### src/hdl/sxshuf_pkg.sv
// shared constants, types and helper functions for the seeded xorshift shuffle
// no dependencies; imported by sxshuf_mod, seeded_xorshift_shuffle and the testbench
`default_nettype none

package sxshuf_pkg;

  localparam int MAX_POOL = 16;
  localparam int IDX_W    = $clog2(MAX_POOL);
  localparam int CNT_W    = IDX_W + 1;
  localparam int SEED_W   = 32;
  localparam int SIZE_W   = 5;
  localparam int CFG_IDX_W = 1;
  localparam int CFG_DATA_W = 32;

  localparam logic [SEED_W-1:0] ZERO_SEED_SUBST = 32'hDEADBEEF;
  localparam logic [SEED_W-1:0] SALT_RESET      = 32'h4D555331;
  localparam logic [SIZE_W-1:0] POOL_SIZE_RESET = 5'd15;

  localparam int XS_A = 13;
  localparam int XS_B = 17;
  localparam int XS_C = 5;

  localparam logic [CFG_IDX_W-1:0] CFG_SALT      = 1'd0;
  localparam logic [CFG_IDX_W-1:0] CFG_POOL_SIZE = 1'd1;

  typedef enum logic [3:0] {
    S_IDLE,
    S_FILL,
    S_STEP,
    S_MOD,
    S_RD_I,
    S_RD_J,
    S_WR_I,
    S_WR_J,
    S_LOOK,
    S_RESULT
  } state_t;

  // request to the remainder unit
  typedef struct packed {
    logic              start;
    logic [SEED_W-1:0] dividend;
    logic [CNT_W-1:0]  divisor;
  } mod_req_t;

  // answer from the remainder unit
  typedef struct packed {
    logic             done;
    logic [IDX_W-1:0] rem;
  } mod_rsp_t;

  function automatic logic [SEED_W-1:0] xorshift32(input logic [SEED_W-1:0] x);
    logic [SEED_W-1:0] y;
    y = x ^ (x << XS_A);
    y = y ^ (y >> XS_B);
    y = y ^ (y << XS_C);
    return y;
  endfunction

  // clamp the configured size into 1..MAX_POOL
  function automatic logic [CNT_W-1:0] active_size(input logic [SIZE_W-1:0] sz);
    logic [CNT_W-1:0] n;
    if (sz == '0) begin
      n = CNT_W'(1);
    end else if (32'(sz) > MAX_POOL) begin
      n = CNT_W'(MAX_POOL);
    end else begin
      n = CNT_W'(sz);
    end
    return n;
  endfunction

endpackage

`default_nettype wire

### src/hdl/sxshuf_ram.sv
// generic single write port, single read port ram with registered read data
// no dependencies
`default_nettype none

module sxshuf_ram #(
  parameter int WIDTH = 4,
  parameter int DEPTH = 16
) (
  input  wire logic                     clk,
  input  wire logic                     we,
  input  wire logic [$clog2(DEPTH)-1:0] waddr,
  input  wire logic [WIDTH-1:0]         wdata,
  input  wire logic [$clog2(DEPTH)-1:0] raddr,
  output logic      [WIDTH-1:0]         rdata
);

  logic [WIDTH-1:0] mem [DEPTH];

  always_ff @(posedge clk) begin
    if (we) begin
      mem[waddr] <= wdata;
    end
    rdata <= mem[raddr];
  end

endmodule

`default_nettype wire

### src/hdl/sxshuf_mod.sv
// bit-serial restoring remainder unit: 32-bit dividend by a small divisor
// depends on sxshuf_pkg
`default_nettype none

module sxshuf_mod
  import sxshuf_pkg::*;
(
  input  wire logic     clk,
  input  wire logic     rst,
  input  wire mod_req_t req,
  output mod_rsp_t      rsp
);

  localparam int STEP_W = $clog2(SEED_W);

  logic              active;
  logic              done;
  logic [STEP_W-1:0] cnt;
  logic [SEED_W-1:0] shreg;
  logic [CNT_W-1:0]  divisor;
  logic [CNT_W-1:0]  rem;
  logic [CNT_W-1:0]  trial;
  logic [CNT_W-1:0]  rem_next;

  // rem stays below divisor (at most MAX_POOL), so its low bits plus one new bit fit
  assign trial    = {rem[IDX_W-1:0], shreg[SEED_W-1]};
  assign rem_next = (trial >= divisor) ? (trial - divisor) : trial;

  always_ff @(posedge clk) begin
    if (rst) begin
      active <= 1'b0;
      done   <= 1'b0;
      cnt    <= '0;
    end else begin
      done <= 1'b0;
      if (req.start) begin
        active <= 1'b1;
        cnt    <= STEP_W'(SEED_W - 1);
      end else if (active) begin
        cnt <= cnt - STEP_W'(1);
        if (cnt == '0) begin
          active <= 1'b0;
          done   <= 1'b1;
        end
      end
    end
  end

  always_ff @(posedge clk) begin
    if (req.start) begin
      shreg   <= req.dividend;
      divisor <= req.divisor;
      rem     <= '0;
    end else if (active) begin
      shreg <= {shreg[SEED_W-2:0], 1'b0};
      rem   <= rem_next;
    end
  end

  assign rsp.done = done;
  assign rsp.rem  = rem[IDX_W-1:0];

endmodule

`default_nettype wire

### src/hdl/seeded_xorshift_shuffle.sv
// seeded pool shuffle: remaps a pool index through a fisher-yates permutation
// driven by xorshift32; depends on sxshuf_pkg, sxshuf_ram and sxshuf_mod
//
// usage:
//   input beat (in_valid/in_ready) carries seed and pool_index; one output beat
//   (out_valid/out_ready) carries mapped_index for every input beat, in order.
//   cfg_write/cfg_index/cfg_data set salt (index 0) and pool_size (index 1);
//   write them only while the block is idle.
//   an index with an unchanged seed, or one outside the pool, goes from idle
//   straight to the result state, which loads the output register.
//   a new seed rebuilds the permutation first: the fill state writes the identity,
//   then n-1 swaps, each of one xorshift step, a remainder in the bit-serial
//   remainder unit, ram reads of i and j and writes to i and j; then a lookup.
//   the remainder unit and the table's single read port set a swap's length.
//   in_ready is high only while the sequencer is idle.
//   reset clears the built flag and restores salt and pool_size; the table
//   itself needs no clearing since the first in-pool item always rebuilds it.
//   a stalled receiver holds the output register; the block may accept one
//   more item and then waits in its result state until the beat is taken.
`default_nettype none

module seeded_xorshift_shuffle
  import sxshuf_pkg::*;
(
  input  wire logic                  clk,
  input  wire logic                  rst,
  input  wire logic                  cfg_write,
  input  wire logic [CFG_IDX_W-1:0]  cfg_index,
  input  wire logic [CFG_DATA_W-1:0] cfg_data,
  input  wire logic                  in_valid,
  output logic                       in_ready,
  input  wire logic [SEED_W-1:0]     seed,
  input  wire logic [IDX_W-1:0]      pool_index,
  output logic                       out_valid,
  input  wire logic                  out_ready,
  output logic [IDX_W-1:0]           mapped_index
);

  state_t state;
  state_t state_next;

  logic [SEED_W-1:0] salt;
  logic [SIZE_W-1:0] pool_size;

  logic [SEED_W-1:0] gen;
  logic [SEED_W-1:0] built_seed;
  logic              built_valid;
  logic [SEED_W-1:0] seed_q;
  logic [IDX_W-1:0]  idx_q;
  logic [CNT_W-1:0]  n_q;
  logic              pass_q;
  logic [IDX_W-1:0]  i_q;
  logic [IDX_W-1:0]  j_q;
  logic [IDX_W-1:0]  a_q;

  logic [CNT_W-1:0]  n_in;
  logic              pass_in;
  logic              need_build;
  logic              accept;
  logic              fill_last;
  logic              out_load;
  logic [SEED_W-1:0] mixed;

  logic              ram_we;
  logic [IDX_W-1:0]  ram_waddr;
  logic [IDX_W-1:0]  ram_wdata;
  logic [IDX_W-1:0]  ram_raddr;
  logic [IDX_W-1:0]  ram_rdata;

  mod_req_t mod_req;
  mod_rsp_t mod_rsp;

  assign n_in       = active_size(pool_size);
  assign pass_in    = {1'b0, pool_index} >= n_in;
  assign need_build = !pass_in && (!built_valid || (seed != built_seed));
  assign accept     = in_valid && in_ready;
  assign fill_last  = {1'b0, i_q} == (n_q - CNT_W'(1));
  assign out_load   = (state == S_RESULT) && (!out_valid || out_ready);
  assign mixed      = seed_q ^ salt;

  sxshuf_ram #(
    .WIDTH(IDX_W),
    .DEPTH(MAX_POOL)
  ) u_perm (
    .clk  (clk),
    .we   (ram_we),
    .waddr(ram_waddr),
    .wdata(ram_wdata),
    .raddr(ram_raddr),
    .rdata(ram_rdata)
  );

  sxshuf_mod u_mod (
    .clk(clk),
    .rst(rst),
    .req(mod_req),
    .rsp(mod_rsp)
  );

  // next state
  always_comb begin
    state_next = state;
    case (state)
      S_IDLE: begin
        if (in_valid) begin
          state_next = need_build ? S_FILL : S_RESULT;
        end
      end
      S_FILL: begin
        if (fill_last) begin
          state_next = (n_q == CNT_W'(1)) ? S_LOOK : S_STEP;
        end
      end
      S_STEP: state_next = S_MOD;
      S_MOD: begin
        if (mod_rsp.done) begin
          state_next = S_RD_I;
        end
      end
      S_RD_I: state_next = S_RD_J;
      S_RD_J: state_next = S_WR_I;
      S_WR_I: state_next = S_WR_J;
      S_WR_J: state_next = (i_q == IDX_W'(1)) ? S_LOOK : S_STEP;
      S_LOOK: state_next = S_RESULT;
      S_RESULT: begin
        if (!out_valid || out_ready) begin
          state_next = S_IDLE;
        end
      end
      default: state_next = S_IDLE;
    endcase
  end

  // sequencer outputs
  always_comb begin
    in_ready         = 1'b0;
    ram_we           = 1'b0;
    ram_waddr        = i_q;
    ram_wdata        = i_q;
    ram_raddr        = idx_q;
    mod_req.start    = 1'b0;
    mod_req.dividend = xorshift32(gen);
    mod_req.divisor  = {1'b0, i_q} + CNT_W'(1);
    case (state)
      S_IDLE: begin
        in_ready  = 1'b1;
        ram_raddr = pool_index;
      end
      S_FILL: ram_we = 1'b1;
      S_STEP: mod_req.start = 1'b1;
      S_RD_I: ram_raddr = i_q;
      S_RD_J: ram_raddr = j_q;
      S_WR_I: begin
        ram_we    = 1'b1;
        ram_wdata = ram_rdata;
      end
      S_WR_J: begin
        ram_we    = 1'b1;
        ram_waddr = j_q;
        ram_wdata = a_q;
      end
      default: begin
        ram_raddr = idx_q;
      end
    endcase
  end

  always_ff @(posedge clk) begin
    if (rst) begin
      state       <= S_IDLE;
      salt        <= SALT_RESET;
      pool_size   <= POOL_SIZE_RESET;
      built_seed  <= '0;
      built_valid <= 1'b0;
      out_valid   <= 1'b0;
    end else begin
      state <= state_next;
      if (cfg_write) begin
        case (cfg_index)
          CFG_SALT:      salt      <= cfg_data;
          CFG_POOL_SIZE: pool_size <= cfg_data[SIZE_W-1:0];
          default: ;
        endcase
      end
      if ((state == S_FILL && fill_last && n_q == CNT_W'(1)) ||
          (state == S_WR_J && i_q == IDX_W'(1))) begin
        built_seed  <= seed_q;
        built_valid <= 1'b1;
      end
      if (out_load) begin
        out_valid <= 1'b1;
      end else if (out_ready) begin
        out_valid <= 1'b0;
      end
    end
  end

  // datapath registers
  always_ff @(posedge clk) begin
    if (accept) begin
      seed_q <= seed;
      idx_q  <= pool_index;
      n_q    <= n_in;
      pass_q <= pass_in;
      i_q    <= '0;
    end
    case (state)
      S_FILL: begin
        if (fill_last) begin
          i_q <= IDX_W'(n_q - CNT_W'(1));
          gen <= (mixed != '0) ? mixed : ZERO_SEED_SUBST;
        end else begin
          i_q <= i_q + IDX_W'(1);
        end
      end
      S_STEP: gen <= xorshift32(gen);
      S_MOD: begin
        if (mod_rsp.done) begin
          j_q <= mod_rsp.rem;
        end
      end
      S_RD_J: a_q <= ram_rdata;
      S_WR_J: i_q <= i_q - IDX_W'(1);
      default: ;
    endcase
    if (out_load) begin
      mapped_index <= pass_q ? idx_q : ram_rdata;
    end
  end

  // remainder answers arrive only while the sequencer waits for them
  assert property (@(posedge clk) disable iff (rst) mod_rsp.done |-> state == S_MOD)
    else $error("remainder done outside wait state");

  // swap partner never lies above the current top index
  assert property (@(posedge clk) disable iff (rst) state == S_RD_J |-> j_q <= i_q)
    else $error("swap index beyond current position");

  // a built permutation stays built
  assert property (@(posedge clk) disable iff (rst) built_valid |=> built_valid)
    else $error("built flag dropped");

  // a result beat only starts out of the result state
  assert property (@(posedge clk) disable iff (rst)
    $rose(out_valid) |-> $past(state) == S_RESULT)
    else $error("output beat raised outside result state");

endmodule

`default_nettype wire

### config.mk
export PLATFORM = sky130hd
export DESIGN_NAME = seeded_xorshift_shuffle
export DESIGN_NICKNAME = d
export VERILOG_FILES = /design/src/hdl/sxshuf_pkg.sv /design/src/hdl/sxshuf_ram.sv /design/src/hdl/sxshuf_mod.sv /design/src/hdl/seeded_xorshift_shuffle.sv
export SDC_FILE = /design/constraint.sdc
export NUM_CORES = 1
export LEC_CHECK = 0
export BUFFER_PORTS_ARGS = -buffer_cell sky130_fd_sc_hd__buf_4
export CAP_MARGIN = 20
export CORE_MARGIN = 8
export CORE_UTILIZATION = 55
export CTS_CLUSTER_DIAMETER = 30
export DETAILED_ROUTE_END_ITERATION = 16
export MAX_ROUTING_LAYER = met4
export PLACE_DENSITY_LB_ADDON = 0.15
export SYNTH_ARGS = -nofsm -noshare
export SYNTH_HDL_FRONTEND = slang
export SYNTH_SLANG_ARGS = --single-unit
### constraint.sdc
create_clock -name clk -period 2.4 [get_ports clk]
set_input_delay 0.36 -clock clk [delete_from_list [all_inputs] [get_ports clk]]
set_output_delay 0.36 -clock clk [all_outputs]
set_load 0.005 [all_outputs]
==> reports/results.txt <==
status = complete, no violations
number of synthesized flops with an enable pin = 191
antenna viol nets, final = 0
full die area = 0.0285 sq mm
Die W = 169 um
antenna violations before repair = 0
via density per instance = 5.46
share of layout cells above drive strength 1 = 18.9%
number of nets in the synthesized netlist = 1,222
fraction of registers with async set or reset after synthesis = 0%
combinational group share of total power = 21.4%
largest area contributor in the synthesized netlist = edfxtp_1
cts bufs inserted = 54
net switching power = 5.14 mW
family of cells with the greatest summed delay on the critical path = multiplexers
kind of launch point of the worst setup path = flop
most used flip-flop cell after synthesis = edfxtp_1
startpoint of the worst-slack reg-to-reg timing path = state[3]
switching share of total power = 29.1%
IR drop worst, VDD = 0.737 mV
count of state elements after synthesis = 281
number of warning messages in the yosys log = 0
clock insertion delay at the later pin of the skew report = 0.56 ns
final setup violating endpoints = 0
drt wl/cell = 19.1 um
post-CTS clock slew at the launch and capture registers of the worst setup and hold paths = 0.05 ns
Vias = 8,973
global-route wire length before repair = 49,300 um
commonest cells in the synthesized netlist = edfxtp_1, nand2_1, nor2_1
NumNets Final = 1,369
Layout area overhead = 25.6%
Clock power frac = 42.4%
Pre-Repair DR Iteration Count = 8
filler instances = 1,672
minimum clock period = 2.22 ns
termination of the worst setup path = u_perm.rdata[2]
TritonCTS clock tree = done
setup_tns = 0 ns
worst max-slew margin expressed relative to the limit = 59.9%
internal power component = 12.5 mW
setup repair after global routing missed its margin = no
register area share after synthesis = 58.7%
maximum number of pins on one net before global-route repair = 64
cells after synthesis = 1,131
total grt overflow = 0
area of the core = 0.0232 sq mm
Hold Startpoint = seed[25]
most instantiated library cell after synthesis = edfxtp_1
clock tree sinks = 281
portion of synthesized cell area occupied by the leading cell type = 44.7%
depth of the most critical reg-to-reg path = 6
port bufs = 79
worst-path cell with the longest stage delay = mux4_2
Reg power frac = 36.3%
total routing resource utilization after global routing = 22.6%
number of ports placed on the die boundary = 80
clock root buffer = clkbuf_16
required time worst endpoint = 2.83 ns
number of DRC markers in iteration 0 = 705
arrival time of data at the critical path endpoint = 2.65 ns
detailed-placement wirelength estimate = 22,100 um
Total Routed Length = 31,300 um
GP Congestion = 0.855
Die Ht = 169 um
Period Utilization, post-route = 92.6%
vias in the first global route = 9,182
slew of the pin with the lowest slew margin = 0.597 ns
Final Skew = 0.0238 ns
delay of the slowest cell on the worst path = 0.55 ns
syn avg cell area = 11.4 sq um
Critical path origin = state[3]
Placement Rows = 56
hold slack = 0.0203 ns
cell types occupying the most area after synthesis = edfxtp_1, dfxtp_1, xnor2_1
HP Class = input pin to flop
max-cap violations = 0
netlist area before placement = 0.0128 sq mm
Fin. Hold Viols = 0
cells traversed along the worst timing path = or2_4 > a222oi_1 > bufbuf_16 > mux4_2 > nand3_1 > nand4_1
number of library cell types mapped by synthesis = 63
number of inserted diodes = 0
buffers plus inverters on the worst setup path = 1
H-Tree Level Count = 2
Max FO, Critical Path = 20
FMAX = 450 MHz
Reg2Reg Setup Slack = 0.18 ns
post-detailed-route DRC marker count = 0
Bufs on Longest Clock Path = 3
cell count along the critical path = 6
cell leakage power = 6.30 nW
Worst Path Class, Setup = flop to flop
Critical Path Sink Type = flop
RR Endpoint = u_perm.rdata[2]
cell area power density = 1090 mW/mm^2
final slew viol count = 0
effective utilization at floorplan = 55.4%
==> power groups by stage <==
| stage | clock (mW) | sequential [mW] | combinational (mW) |
|---|---|---|---|
| final | 7.48 | 6.40 | 3.78 |
| after global routing | 7.81 | 6.45 | 4.11 |
| after CTS | 7.57 | 6.40 | 3.72 |
| after detailed placement | 0 | 6.48 | 3.66 |
| after global placement | 0 | 6.47 | 3.58 |
| after floorplan | 0 | 6.34 | 2.52 |
==> what timing repair did <==
action	CTS	global route
gates resized for setup	0	7
setup buffers	0	0
endpoints found under the setup margin	0	32
endpoints found under the hold margin	18	3
hold buffers	18	3
==> placed cells by master (no fill, tap or decap), drive strengths merged, types with 14 or more instances in the layout <==
master	n
a21oi	63
buf	122
clkbuf	68
clkinv	16
dfxtp	90
dlygate4sd3	21
edfxtp	191
ha	16
inv	36
mux2i	52
nand2	179
nand2b	14
nand3	33
nand4	19
nor2	110
o21ai	28
xnor2	99
xor2	41
==> flip-flops by register name, indices dropped and copies added (netlist names), 5 cells and up <==
signal,count
u_perm.mem,64
built_seed,32
gen,32
salt,32
seed_q,32
u_mod.shreg,32
n_q,5
pool_size,5
u_mod.cnt,5
u_mod.divisor,5
==> per-stage QoR <==
stage | instance area, sq um | instances | utilization (%) | setup slack [ns] | power, mW
finish | 16100 | 1643 | 69.6 | 0.177 | 17.7
global route | 16100 | 1643 | 69.6 | 0.0214 | 18.4
CTS | 16100 | 1640 | 69.3 | 0.00879 | 17.7
detailed placement | 14000 | 1520 | 60.5 | 0.0299 | 10.1
global placement | 14000 | 1520 | 60.5 | 0.165 | 10.1
floorplan | 12800 | 1131 | - | 0.0274 | 8.86
==> routing by layer <==
| metal | vias up | share of wire, % | global-route usage (%) |
|---|---|---|---|
| li1 | 4306 | - | - |
| met1 | 4273 | 45 | 30.6 |
| met2 | 342 | 47 | 35.2 |
| met3 | 52 | 6.3 | 3.52 |
| met4 | 0 | 1.7 | 6.21 |
| met5 | - | 0 | - |
==> final cells by class <==
type	instances	area (sq um)	share of cell area, %
Sequential cell	281	7540	46.7
Multi-Input combinational cell	768	4970	30.8
Clock buffer	68	1500	9.27
Timing Repair Buffer	144	1260	7.80
Tap cell	319	399	2.47
Clock inverter	34	365	2.26
Inverter	29	109	0.675
==> cells by family (layout without fill, tap and decap cells) <==
group	after synthesis	after routing	share of synthesized area [%]
AO/OA/AOI/OAI	140	140	6.71
AND/OR/NAND/NOR	401	401	13.8
adder cells (fa/ha/maj)	17	17	1.71
XOR/XNOR	140	140	9.60
flip-flops	281	281	58.7
buffers and inverters	82	275	2.81
multiplexers	70	70	6.68
==> worst min path at each step <==
stage | cells past startpoint | slack [ns] | to
after floorplan | 0 | 0.43 | a_q[0]
after global placement | 2 | 0.43 | built_valid
after detailed placement | 2 | 0.46 | built_valid
after CTS | 1 | 0.0008 | seed_q[5]
after global routing | 1 | 0.001 | seed_q[25]
final | 1 | 0.02 | seed_q[25]
==> worst reg2reg max path: cells and delay by family, from the launching register on <==
kind | cells | cell delay, ns
AND/OR/NAND/NOR | 3 | 0.49
flip-flops | 1 | 0.33
AO/OA/AOI/OAI | 1 | 0.34
multiplexers | 1 | 0.56
buffers and inverters | 1 | 0.40
Note: power is estimated with default switching activity, not from simulation.
